File: config.mk
export PLATFORM = sky130hd
export DESIGN_NAME = rgb_to_hsv_converter
export DESIGN_NICKNAME = d
export VERILOG_FILES = /design/src/rtl/rhc_pkg.sv /design/src/rtl/rgb_to_hsv_converter.sv /design/src/rtl/rhc_front.sv /design/src/rtl/rhc_queue.sv /design/src/rtl/rhc_back.sv
export SDC_FILE = /design/constraint.sdc
export NUM_CORES = 1
export LEC_CHECK = 0
export BUFFER_PORTS_ARGS = -buffer_cell sky130_fd_sc_hd__buf_4
export CAP_MARGIN = 20
export CORE_ASPECT_RATIO = 0.75
export CORE_MARGIN = 2
export CORE_UTILIZATION = 28
export DETAILED_ROUTE_END_ITERATION = 8
export SLEW_MARGIN = 15
export SYNTH_ARGS = -nofsm -noshare
export SYNTH_HDL_FRONTEND = slang
export SYNTH_SLANG_ARGS = --single-unit
File: constraint.sdc
create_clock -name clock -period 9.6 [get_ports clock]
set_input_delay 0.96 -clock clock [delete_from_list [all_inputs] [get_ports clock]]
set_output_delay 0.96 -clock clock [all_outputs]
set_load 0.02 [all_outputs]
File: src/rtl/rhc_pkg.sv
package rhc_pkg;

   // channel and datapath widths
   localparam int RHC_CH_W  = 8;
   localparam int RHC_NUM_W = 16;
   localparam int RHC_HNUM_W = 14;
   localparam int RHC_QUO_W = 8;

   // default depth of the queue between front and back
   localparam int RHC_QUEUE_DEPTH = 4;

   // hue offsets per dominant channel and scale factors
   localparam int RHC_OFS_RED   = 0;
   localparam int RHC_OFS_GREEN = 85;
   localparam int RHC_OFS_BLUE  = 171;
   localparam int RHC_HUE_SCALE = 43;
   localparam int RHC_SAT_SCALE = 255;

   // classified pixel handed from front to back
   typedef struct packed {
      logic [RHC_CH_W-1:0]   mx;
      logic [RHC_CH_W-1:0]   d;
      logic [RHC_CH_W-1:0]   offset;
      logic                  neg;
      logic [RHC_NUM_W-1:0]  sat_num;
      logic [RHC_HNUM_W-1:0] hue_num;
   } pix_type;

endpackage

File: src/rtl/rgb_to_hsv_converter.sv
// RGB to HSV pixel converter, 8 bits per channel.
// Path: the front register, the queue, eight divider stages and the output register lie between start and rsp_valid.
// Throughput: one pixel per cycle while busy is low, through the eight-stage pipelined divider pair.
// busy stays low in operation since the back end drains the queue every cycle.
// Reset: synchronous, active high; clears valid bits, queue pointers and fill level only.
// The receiver cannot stall: each result is on the rsp_ ports for one cycle.
module rgb_to_hsv_converter #(
   parameter int QUEUE_DEPTH = rhc_pkg::RHC_QUEUE_DEPTH
) (
   input  logic                         clock,
   input  logic                         reset,
   input  logic                         start,
   output logic                         busy,
   input  logic [rhc_pkg::RHC_CH_W-1:0] req_red,
   input  logic [rhc_pkg::RHC_CH_W-1:0] req_green,
   input  logic [rhc_pkg::RHC_CH_W-1:0] req_blue,
   output logic                         rsp_valid,
   output logic [rhc_pkg::RHC_CH_W-1:0] rsp_hue,
   output logic [rhc_pkg::RHC_CH_W-1:0] rsp_saturation,
   output logic [rhc_pkg::RHC_CH_W-1:0] rsp_brightness
);
   import rhc_pkg::*;

   logic    accept;
   logic    front_valid;
   pix_type front_pix;
   logic    queue_valid;
   pix_type queue_pix;
   logic    queue_almost_full;

   // take a beat when start meets a free queue slot
   assign accept = start && !busy;
   assign busy   = queue_almost_full;

   rhc_front u_front (
      .clock     (clock),
      .reset     (reset),
      .in_valid  (accept),
      .red       (req_red),
      .green     (req_green),
      .blue      (req_blue),
      .out_valid (front_valid),
      .out_pix   (front_pix)
   );

   rhc_queue #(
      .DEPTH (QUEUE_DEPTH)
   ) u_queue (
      .clock       (clock),
      .reset       (reset),
      .push        (front_valid),
      .push_pix    (front_pix),
      .pop_valid   (queue_valid),
      .pop_pix     (queue_pix),
      .almost_full (queue_almost_full)
   );

   rhc_back u_back (
      .clock      (clock),
      .reset      (reset),
      .in_valid   (queue_valid),
      .in_pix     (queue_pix),
      .out_valid  (rsp_valid),
      .out_hue    (rsp_hue),
      .out_sat    (rsp_saturation),
      .out_bright (rsp_brightness)
   );

endmodule

File: src/rtl/rhc_front.sv
module rhc_front (
   input  logic                     clock,
   input  logic                     reset,
   input  logic                     in_valid,
   input  logic [rhc_pkg::RHC_CH_W-1:0] red,
   input  logic [rhc_pkg::RHC_CH_W-1:0] green,
   input  logic [rhc_pkg::RHC_CH_W-1:0] blue,
   output logic                     out_valid,
   output rhc_pkg::pix_type         out_pix
);
   import rhc_pkg::*;

   logic [RHC_CH_W-1:0] mx;
   logic [RHC_CH_W-1:0] mn;
   logic signed [RHC_CH_W:0] diff;
   logic [RHC_CH_W:0]   mag_wide;
   pix_type             pix_in;
   pix_type             pix_ff;
   logic                valid_ff;
   logic                valid_in;

   // find extremes and classify the dominant channel; red wins ties, then green
   always_comb begin
      mx = red;
      if (green > mx) mx = green;
      if (blue > mx) mx = blue;
      mn = red;
      if (green < mn) mn = green;
      if (blue < mn) mn = blue;

      priority if (mx == red) begin
         diff          = $signed({1'b0, green}) - $signed({1'b0, blue});
         pix_in.offset = RHC_CH_W'(RHC_OFS_RED);
      end else if (mx == green) begin
         diff          = $signed({1'b0, blue}) - $signed({1'b0, red});
         pix_in.offset = RHC_CH_W'(RHC_OFS_GREEN);
      end else begin
         diff          = $signed({1'b0, red}) - $signed({1'b0, green});
         pix_in.offset = RHC_CH_W'(RHC_OFS_BLUE);
      end

      mag_wide       = diff[RHC_CH_W] ? 9'(-diff) : 9'(diff);
      pix_in.mx      = mx;
      pix_in.d       = mx - mn;
      pix_in.neg     = diff[RHC_CH_W];
      pix_in.sat_num = RHC_NUM_W'({8'b0, pix_in.d} * 16'(RHC_SAT_SCALE));
      pix_in.hue_num = RHC_HNUM_W'({6'b0, mag_wide[RHC_CH_W-1:0]} * 14'(RHC_HUE_SCALE));
   end

   assign valid_in = in_valid;

   // register the classified beat
   always_ff @(posedge clock) begin
      if (reset) begin
         valid_ff <= 1'b0;
      end else begin
         valid_ff <= valid_in;
      end
      pix_ff <= pix_in;
   end

   assign out_valid = valid_ff;
   assign out_pix   = pix_ff;

endmodule

File: src/rtl/rhc_queue.sv
module rhc_queue #(
   parameter int DEPTH = rhc_pkg::RHC_QUEUE_DEPTH
) (
   input  logic             clock,
   input  logic             reset,
   input  logic             push,
   input  rhc_pkg::pix_type push_pix,
   output logic             pop_valid,
   output rhc_pkg::pix_type pop_pix,
   output logic             almost_full
);
   import rhc_pkg::*;

   localparam int PTR_W = $clog2(DEPTH);
   localparam int CNT_W = $clog2(DEPTH + 1);

   pix_type           mem [DEPTH];
   logic [PTR_W-1:0]  wr_ptr_ff, wr_ptr_in;
   logic [PTR_W-1:0]  rd_ptr_ff, rd_ptr_in;
   logic [CNT_W-1:0]  count_ff, count_in;
   logic              pop;

   // back end drains one beat every cycle something is queued
   assign pop       = (count_ff != '0);
   assign pop_valid = pop;
   assign pop_pix   = mem[rd_ptr_ff];

   // leave room for the beat already in the front register
   assign almost_full = (count_ff >= CNT_W'(DEPTH - 1));

   // advance pointers with wrap and track the fill level
   always_comb begin
      wr_ptr_in = wr_ptr_ff;
      rd_ptr_in = rd_ptr_ff;
      if (push) wr_ptr_in = (wr_ptr_ff == PTR_W'(DEPTH - 1)) ? '0 : wr_ptr_ff + 1'b1;
      if (pop)  rd_ptr_in = (rd_ptr_ff == PTR_W'(DEPTH - 1)) ? '0 : rd_ptr_ff + 1'b1;
      unique case ({push, pop})
         2'b10:   count_in = count_ff + 1'b1;
         2'b01:   count_in = count_ff - 1'b1;
         default: count_in = count_ff;
      endcase
   end

   always_ff @(posedge clock) begin
      if (reset) begin
         wr_ptr_ff <= '0;
         rd_ptr_ff <= '0;
         count_ff  <= '0;
      end else begin
         wr_ptr_ff <= wr_ptr_in;
         rd_ptr_ff <= rd_ptr_in;
         count_ff  <= count_in;
      end
   end

   // store the pushed beat
   always_ff @(posedge clock) begin
      if (push) mem[wr_ptr_ff] <= push_pix;
   end

`ifndef SYNTHESIS
   a_count_bound: assert property (@(posedge clock) disable iff (reset)
      count_ff <= CNT_W'(DEPTH))
      else $error("queue fill level above depth");
   a_no_overflow: assert property (@(posedge clock) disable iff (reset)
      push && (count_ff == CNT_W'(DEPTH)) |-> pop)
      else $error("push into full queue");
`endif

endmodule

File: src/rtl/rhc_back.sv
module rhc_back (
   input  logic                         clock,
   input  logic                         reset,
   input  logic                         in_valid,
   input  rhc_pkg::pix_type             in_pix,
   output logic                         out_valid,
   output logic [rhc_pkg::RHC_CH_W-1:0] out_hue,
   output logic [rhc_pkg::RHC_CH_W-1:0] out_sat,
   output logic [rhc_pkg::RHC_CH_W-1:0] out_bright
);
   import rhc_pkg::*;

   localparam int NUM_STAGES = RHC_QUO_W;

   typedef struct packed {
      logic [RHC_CH_W-1:0]  mx;
      logic [RHC_CH_W-1:0]  d;
      logic [RHC_CH_W-1:0]  offset;
      logic                 neg;
      logic [RHC_NUM_W-1:0] sat_rem;
      logic [RHC_QUO_W-1:0] sat_quo;
      logic [RHC_NUM_W-1:0] hue_rem;
      logic [RHC_QUO_W-1:0] hue_quo;
   } stage_type;

   stage_type             src      [NUM_STAGES];
   stage_type             stage_in [NUM_STAGES];
   stage_type             stage_ff [NUM_STAGES];
   logic [NUM_STAGES-1:0] valid_ff;
   stage_type             last;
   logic [RHC_CH_W-1:0]   hue_in, sat_in;
   logic [RHC_CH_W-1:0]   hue_ff, sat_ff, bright_ff;
   logic                  out_valid_ff;

   // load the dividends; quotients start empty
   always_comb begin
      src[0].mx      = in_pix.mx;
      src[0].d       = in_pix.d;
      src[0].offset  = in_pix.offset;
      src[0].neg     = in_pix.neg;
      src[0].sat_rem = in_pix.sat_num;
      src[0].sat_quo = '0;
      src[0].hue_rem = RHC_NUM_W'(in_pix.hue_num);
      src[0].hue_quo = '0;
   end

   // one restoring division step per stage, both dividers side by side
   for (genvar i = 0; i < NUM_STAGES; i++) begin : g_stage
      localparam int SHIFT = NUM_STAGES - 1 - i;
      logic [RHC_NUM_W-1:0] sat_div, hue_div;
      logic [RHC_NUM_W:0]   sat_trial, hue_trial;

      if (i > 0) begin : g_link
         assign src[i] = stage_ff[i-1];
      end

      always_comb begin
         stage_in[i] = src[i];
         sat_div     = RHC_NUM_W'({8'b0, src[i].mx}) << SHIFT;
         hue_div     = RHC_NUM_W'({8'b0, src[i].d}) << SHIFT;
         sat_trial   = {1'b0, src[i].sat_rem} - {1'b0, sat_div};
         hue_trial   = {1'b0, src[i].hue_rem} - {1'b0, hue_div};
         if (!sat_trial[RHC_NUM_W]) begin
            stage_in[i].sat_rem        = sat_trial[RHC_NUM_W-1:0];
            stage_in[i].sat_quo[SHIFT] = 1'b1;
         end
         if (!hue_trial[RHC_NUM_W]) begin
            stage_in[i].hue_rem        = hue_trial[RHC_NUM_W-1:0];
            stage_in[i].hue_quo[SHIFT] = 1'b1;
         end
      end

      always_ff @(posedge clock) begin
         stage_ff[i] <= stage_in[i];
      end
   end

   // advance valid bits down the pipe
   always_ff @(posedge clock) begin
      if (reset) begin
         valid_ff <= '0;
      end else begin
         valid_ff <= {valid_ff[NUM_STAGES-2:0], in_valid};
      end
   end

   // apply sign and offset; zero spread means grey or black
   assign last = stage_ff[NUM_STAGES-1];
   always_comb begin
      if (last.d == '0) begin
         hue_in = '0;
         sat_in = '0;
      end else begin
         hue_in = last.offset + (last.neg ? RHC_CH_W'(-last.hue_quo) : last.hue_quo);
         sat_in = last.sat_quo;
      end
   end

   // drive the result beat for one cycle
   always_ff @(posedge clock) begin
      if (reset) begin
         out_valid_ff <= 1'b0;
      end else begin
         out_valid_ff <= valid_ff[NUM_STAGES-1];
      end
      hue_ff    <= hue_in;
      sat_ff    <= sat_in;
      bright_ff <= last.mx;
   end

   assign out_valid  = out_valid_ff;
   assign out_hue    = hue_ff;
   assign out_sat    = sat_ff;
   assign out_bright = bright_ff;

`ifndef SYNTHESIS
   a_latency: assert property (@(posedge clock) disable iff (reset)
      in_valid |-> ##(NUM_STAGES + 1) out_valid)
      else $error("beat lost in divider pipe");
   a_grey_hue: assert property (@(posedge clock) disable iff (reset)
      out_valid && (out_sat == '0) |-> (out_hue == '0))
      else $error("hue nonzero with zero saturation");
`endif

endmodule
==> results.sh <==
export IMPL_outcome="completed"
export IMPL_critPathArrivalTime_ps=9450
export IMPL_antenna_left=0
export IMPL_final_core_util_pct=33.4
export IMPL_holdBufCountCts=0
export IMPL_finalSetupViolCount=0
export IMPL_fin_skew_ps=23.7
export IMPL_synth_xor_area_share_pct=5.09
export IMPL_post_synth_top_count_cell="dfxtp_1"
export IMPL_cp_start_kind="primary input"
export IMPL_final_cell_count_no_fill=4353
export IMPL_clk_transition_reported_paths_ps=60
export IMPL_critical_path_required_ps=10090
export IMPL_dp_final_hpwl_mm=41.5
export IMPL_synthArstFlopShare_pct=0
export IMPL_muxShareOfSynthArea_pct=4.94
export IMPL_ioPinCount=53
export IMPL_finalHoldViolCount=0
export IMPL_cts_sinks=736
export IMPL_die_area_um2=114000
export IMPL_synth_seq_area_share_pct=53.7
export IMPL_num_fill_cells=10801
export IMPL_critPathKind="in2reg"
export IMPL_synthAdderAreaFrac_pct=13.9
export IMPL_cts_buffers=77
export IMPL_drc=0
export IMPL_ys_seq_elements=736
export IMPL_gp_congestion=0.863
export IMPL_synth_largest_area_cell="dfxtp_1"
export IMPL_hold_ws_ps=315
export IMPL_via_count=18324
export IMPL_tns_ps=0
export IMPL_path_buf_inv=5
export IMPL_drt_iter0_drc=962
export IMPL_grt_usage_pct=9.97
export IMPL_slowest_stage="fa_1"
export IMPL_synth_distinct_cells=81
export IMPL_critPathMaxStageDelay_ps=600
export IMPL_gr_total_overflow=0
export IMPL_worstSkewPairLatency_ps=610
export IMPL_synth_edf_count=196
export IMPL_finalCriticalPeriod_ps=8960
export IMPL_hold_path_class="reg2reg"
export IMPL_drive_gt1_share_pct=13.2
export IMPL_dieHeight_um=293
export IMPL_crit_path_end_kind="flip-flop"
export IMPL_syn_to_final_growth_pct=18.0
export IMPL_initial_core_util_pct=28.3
export IMPL_ys_warnings_count=0
export IMPL_rsz0062_at_grt="no"
export IMPL_path_max_fanout=9
export IMPL_synthTopCellsByArea="dfxtp_1 35%, edfxtp_1 19%, ha_1 10%"
export IMPL_slew_violations=0
export IMPL_coreArea_um2=110000
export IMPL_path_delay_family="compound AO/OA/AOI/OAI gates"
export IMPL_cts_max_level=3
export IMPL_io_buffers=52
export IMPL_path_depth=40
export IMPL_relSlewSlack_pct=45.3
export IMPL_vias_per_cell=4.21
export IMPL_dr_pass1_iters=5
export IMPL_rows=105
export IMPL_cpMostUsedCell="a21o_1"
export IMPL_syn_instance_count=2661
export IMPL_synth_avg_cell_area_um2=11.7
export IMPL_synth_compound_area_share_pct=9.61
export IMPL_reg2regPathDepth=12
export IMPL_post_route_period_util_pct=93.3
export IMPL_reg2reg_slack_ps=5280
export IMPL_die_x_um=389
export IMPL_tightest_slew_ps=821
export IMPL_hold_depth=0
export IMPL_clock_path_buffers=3
export IMPL_synth_main_ff_cell="dfxtp_1"
export IMPL_yosys_top_cells_count="540 x dfxtp_1, 324 x inv_1, 257 x ha_1, 196 x edfxtp_1, 185 x a21oi_1"
export IMPL_wl_mm=55.9
export IMPL_yosys_area_share_simple_pct=8.36
export IMPL_dp_cells=4210
export IMPL_root_buffer="clkbuf_16"
export IMPL_max_freq_ghz=0.112
export IMPL_grt_pass1_vias=18336
export IMPL_synth_nets=2999
export IMPL_grt_pass1_wl_mm=93.2
export IMPL_postCtsSetupRepairBufs=0
export IMPL_grt_max_degree=51
export IMPL_finalNetCount=3183
export IMPL_cts_tree="done"
export IMPL_wl_per_cell_um=12.8
export IMPL_synth_top_family_by_area="adder cells"
export IMPL_synth_top_area_share_pct=34.8
export IMPL_antenna_found_initial=1
export IMPL_cap_viol_max_count=0
export IMPL_syn_area_um2=31100
-- cell type report --
type	count	area, um2	area share (%)
Inverter	326	1230	3.35
Antenna cell	1	2.50	0.00683
Sequential cell	736	16700	45.6
Timing Repair Buffer	144	1080	2.95
Tap cell	1444	1810	4.93
Clock inverter	31	425	1.16
Multi-Input combinational cell	1560	13100	35.8
Clock buffer	111	2280	6.22
-- worst reg2reg max path, stage by stage (launching register included) --
cell      delay (ps)
dfxtp_4          600
buf_4            610
mux4_2           630
ha_1             240
fa_1             410
nor2b_1          140
o21ai_0          100
nand2b_1         120
a21o_1           130
a21o_1           150
a21oi_1           90
nor2_1           580
mux2_2           420
-- path summary, 6_finish.rpt --
| kind | to | startpoint |
|---|---|---|
| setup / recovery | u_front.out_pix[29]$_DFF_P_ | req_green[6] |
| hold reg to reg | u_back.stage_ff[0][254]$_DFF_P_ | u_back.stage_ff[0][181]$_DFF_P_ |
| hold / removal | u_back.stage_ff[0][254]$_DFF_P_ | u_back.stage_ff[0][181]$_DFF_P_ |
| setup reg to reg | u_back.stage_ff[0][17]$_DFF_P_ | flip-flop |
-- sequential cells by signal, summed over array words and instances (netlist names), named ones only --
name and count:
u_queue.rd_ptr_ff 2, u_queue.wr_ptr_ff 2, u_back.out_valid 1, u_front.out_pix 49
u_back.out_sat 8, u_back.valid_ff 8, u_queue.count_ff 3, u_back.out_bright 8
u_back.out_hue 8, u_back.stage_ff 448, u_front.out_valid 1, u_queue.mem 196
-- cells in the final DEF (no fill, tap or decap), types with 23 or more instances in the layout --
| cell | Yosys | final |
|---|---|---|
| nor2_1 | 176 | 176 |
| ha_1 | 257 | 253 |
| a21oi_1 | 185 | 183 |
| xnor2_1 | 114 | 112 |
| nand3_1 | 28 | 28 |
| nor3_1 | 33 | 33 |
| and2_1 | 27 | 23 |
| nor2b_1 | 47 | 47 |
| xor2_1 | 63 | 63 |
| inv_1 | 324 | 323 |
| fa_1 | 54 | 54 |
| dfxtp_1 | 540 | 538 |
| mux4_2 | 48 | 48 |
| nand2_1 | 72 | 72 |
| buf_4 | 0 | 144 |
| o21ai_0 | 91 | 91 |
| clkbuf_16 | 0 | 82 |
| nand2b_1 | 67 | 67 |
| a21o_1 | 94 | 94 |
| edfxtp_1 | 196 | 196 |
-- per-layer routing --
| metal | GRT usage, % | share of wire (%) | vias up |
|---|---|---|---|
| met5 | 0 | 0 | - |
| met4 | 2.85 | 2.2 | 0 |
| met3 | 1.77 | 3.5 | 87 |
| met2 | 15.4 | 42 | 240 |
| met1 | 14.3 | 52 | 8516 |
| li1 | - | - | 9481 |
-- cell families after synthesis --
group	count (synthesis)
flops	736
simple gates	509
compound gates	473
buf+inv	365
fa+ha+maj	312
xor+xnor	179
mux	87
-- stage by stage --
step / worst slack (ps) / area [um2]
after floorplan: 2.61 / 31200
after global placement: 94.3 / 33900
after global routing: 24.3 / 36700
after CTS: 632 / 36600
final: 643 / 36700
after detailed placement: 5.55 / 33900
-- what timing repair did --
item / CTS / global route
hold endpoints to repair: 0 / 0
resized for setup: 0 / 4
endpoints found under the setup margin: 0 / 1
Power is left out: the tool's default activity adds up to more than one toggle a clock period on the data nets, which glitch-free logic cannot reach.
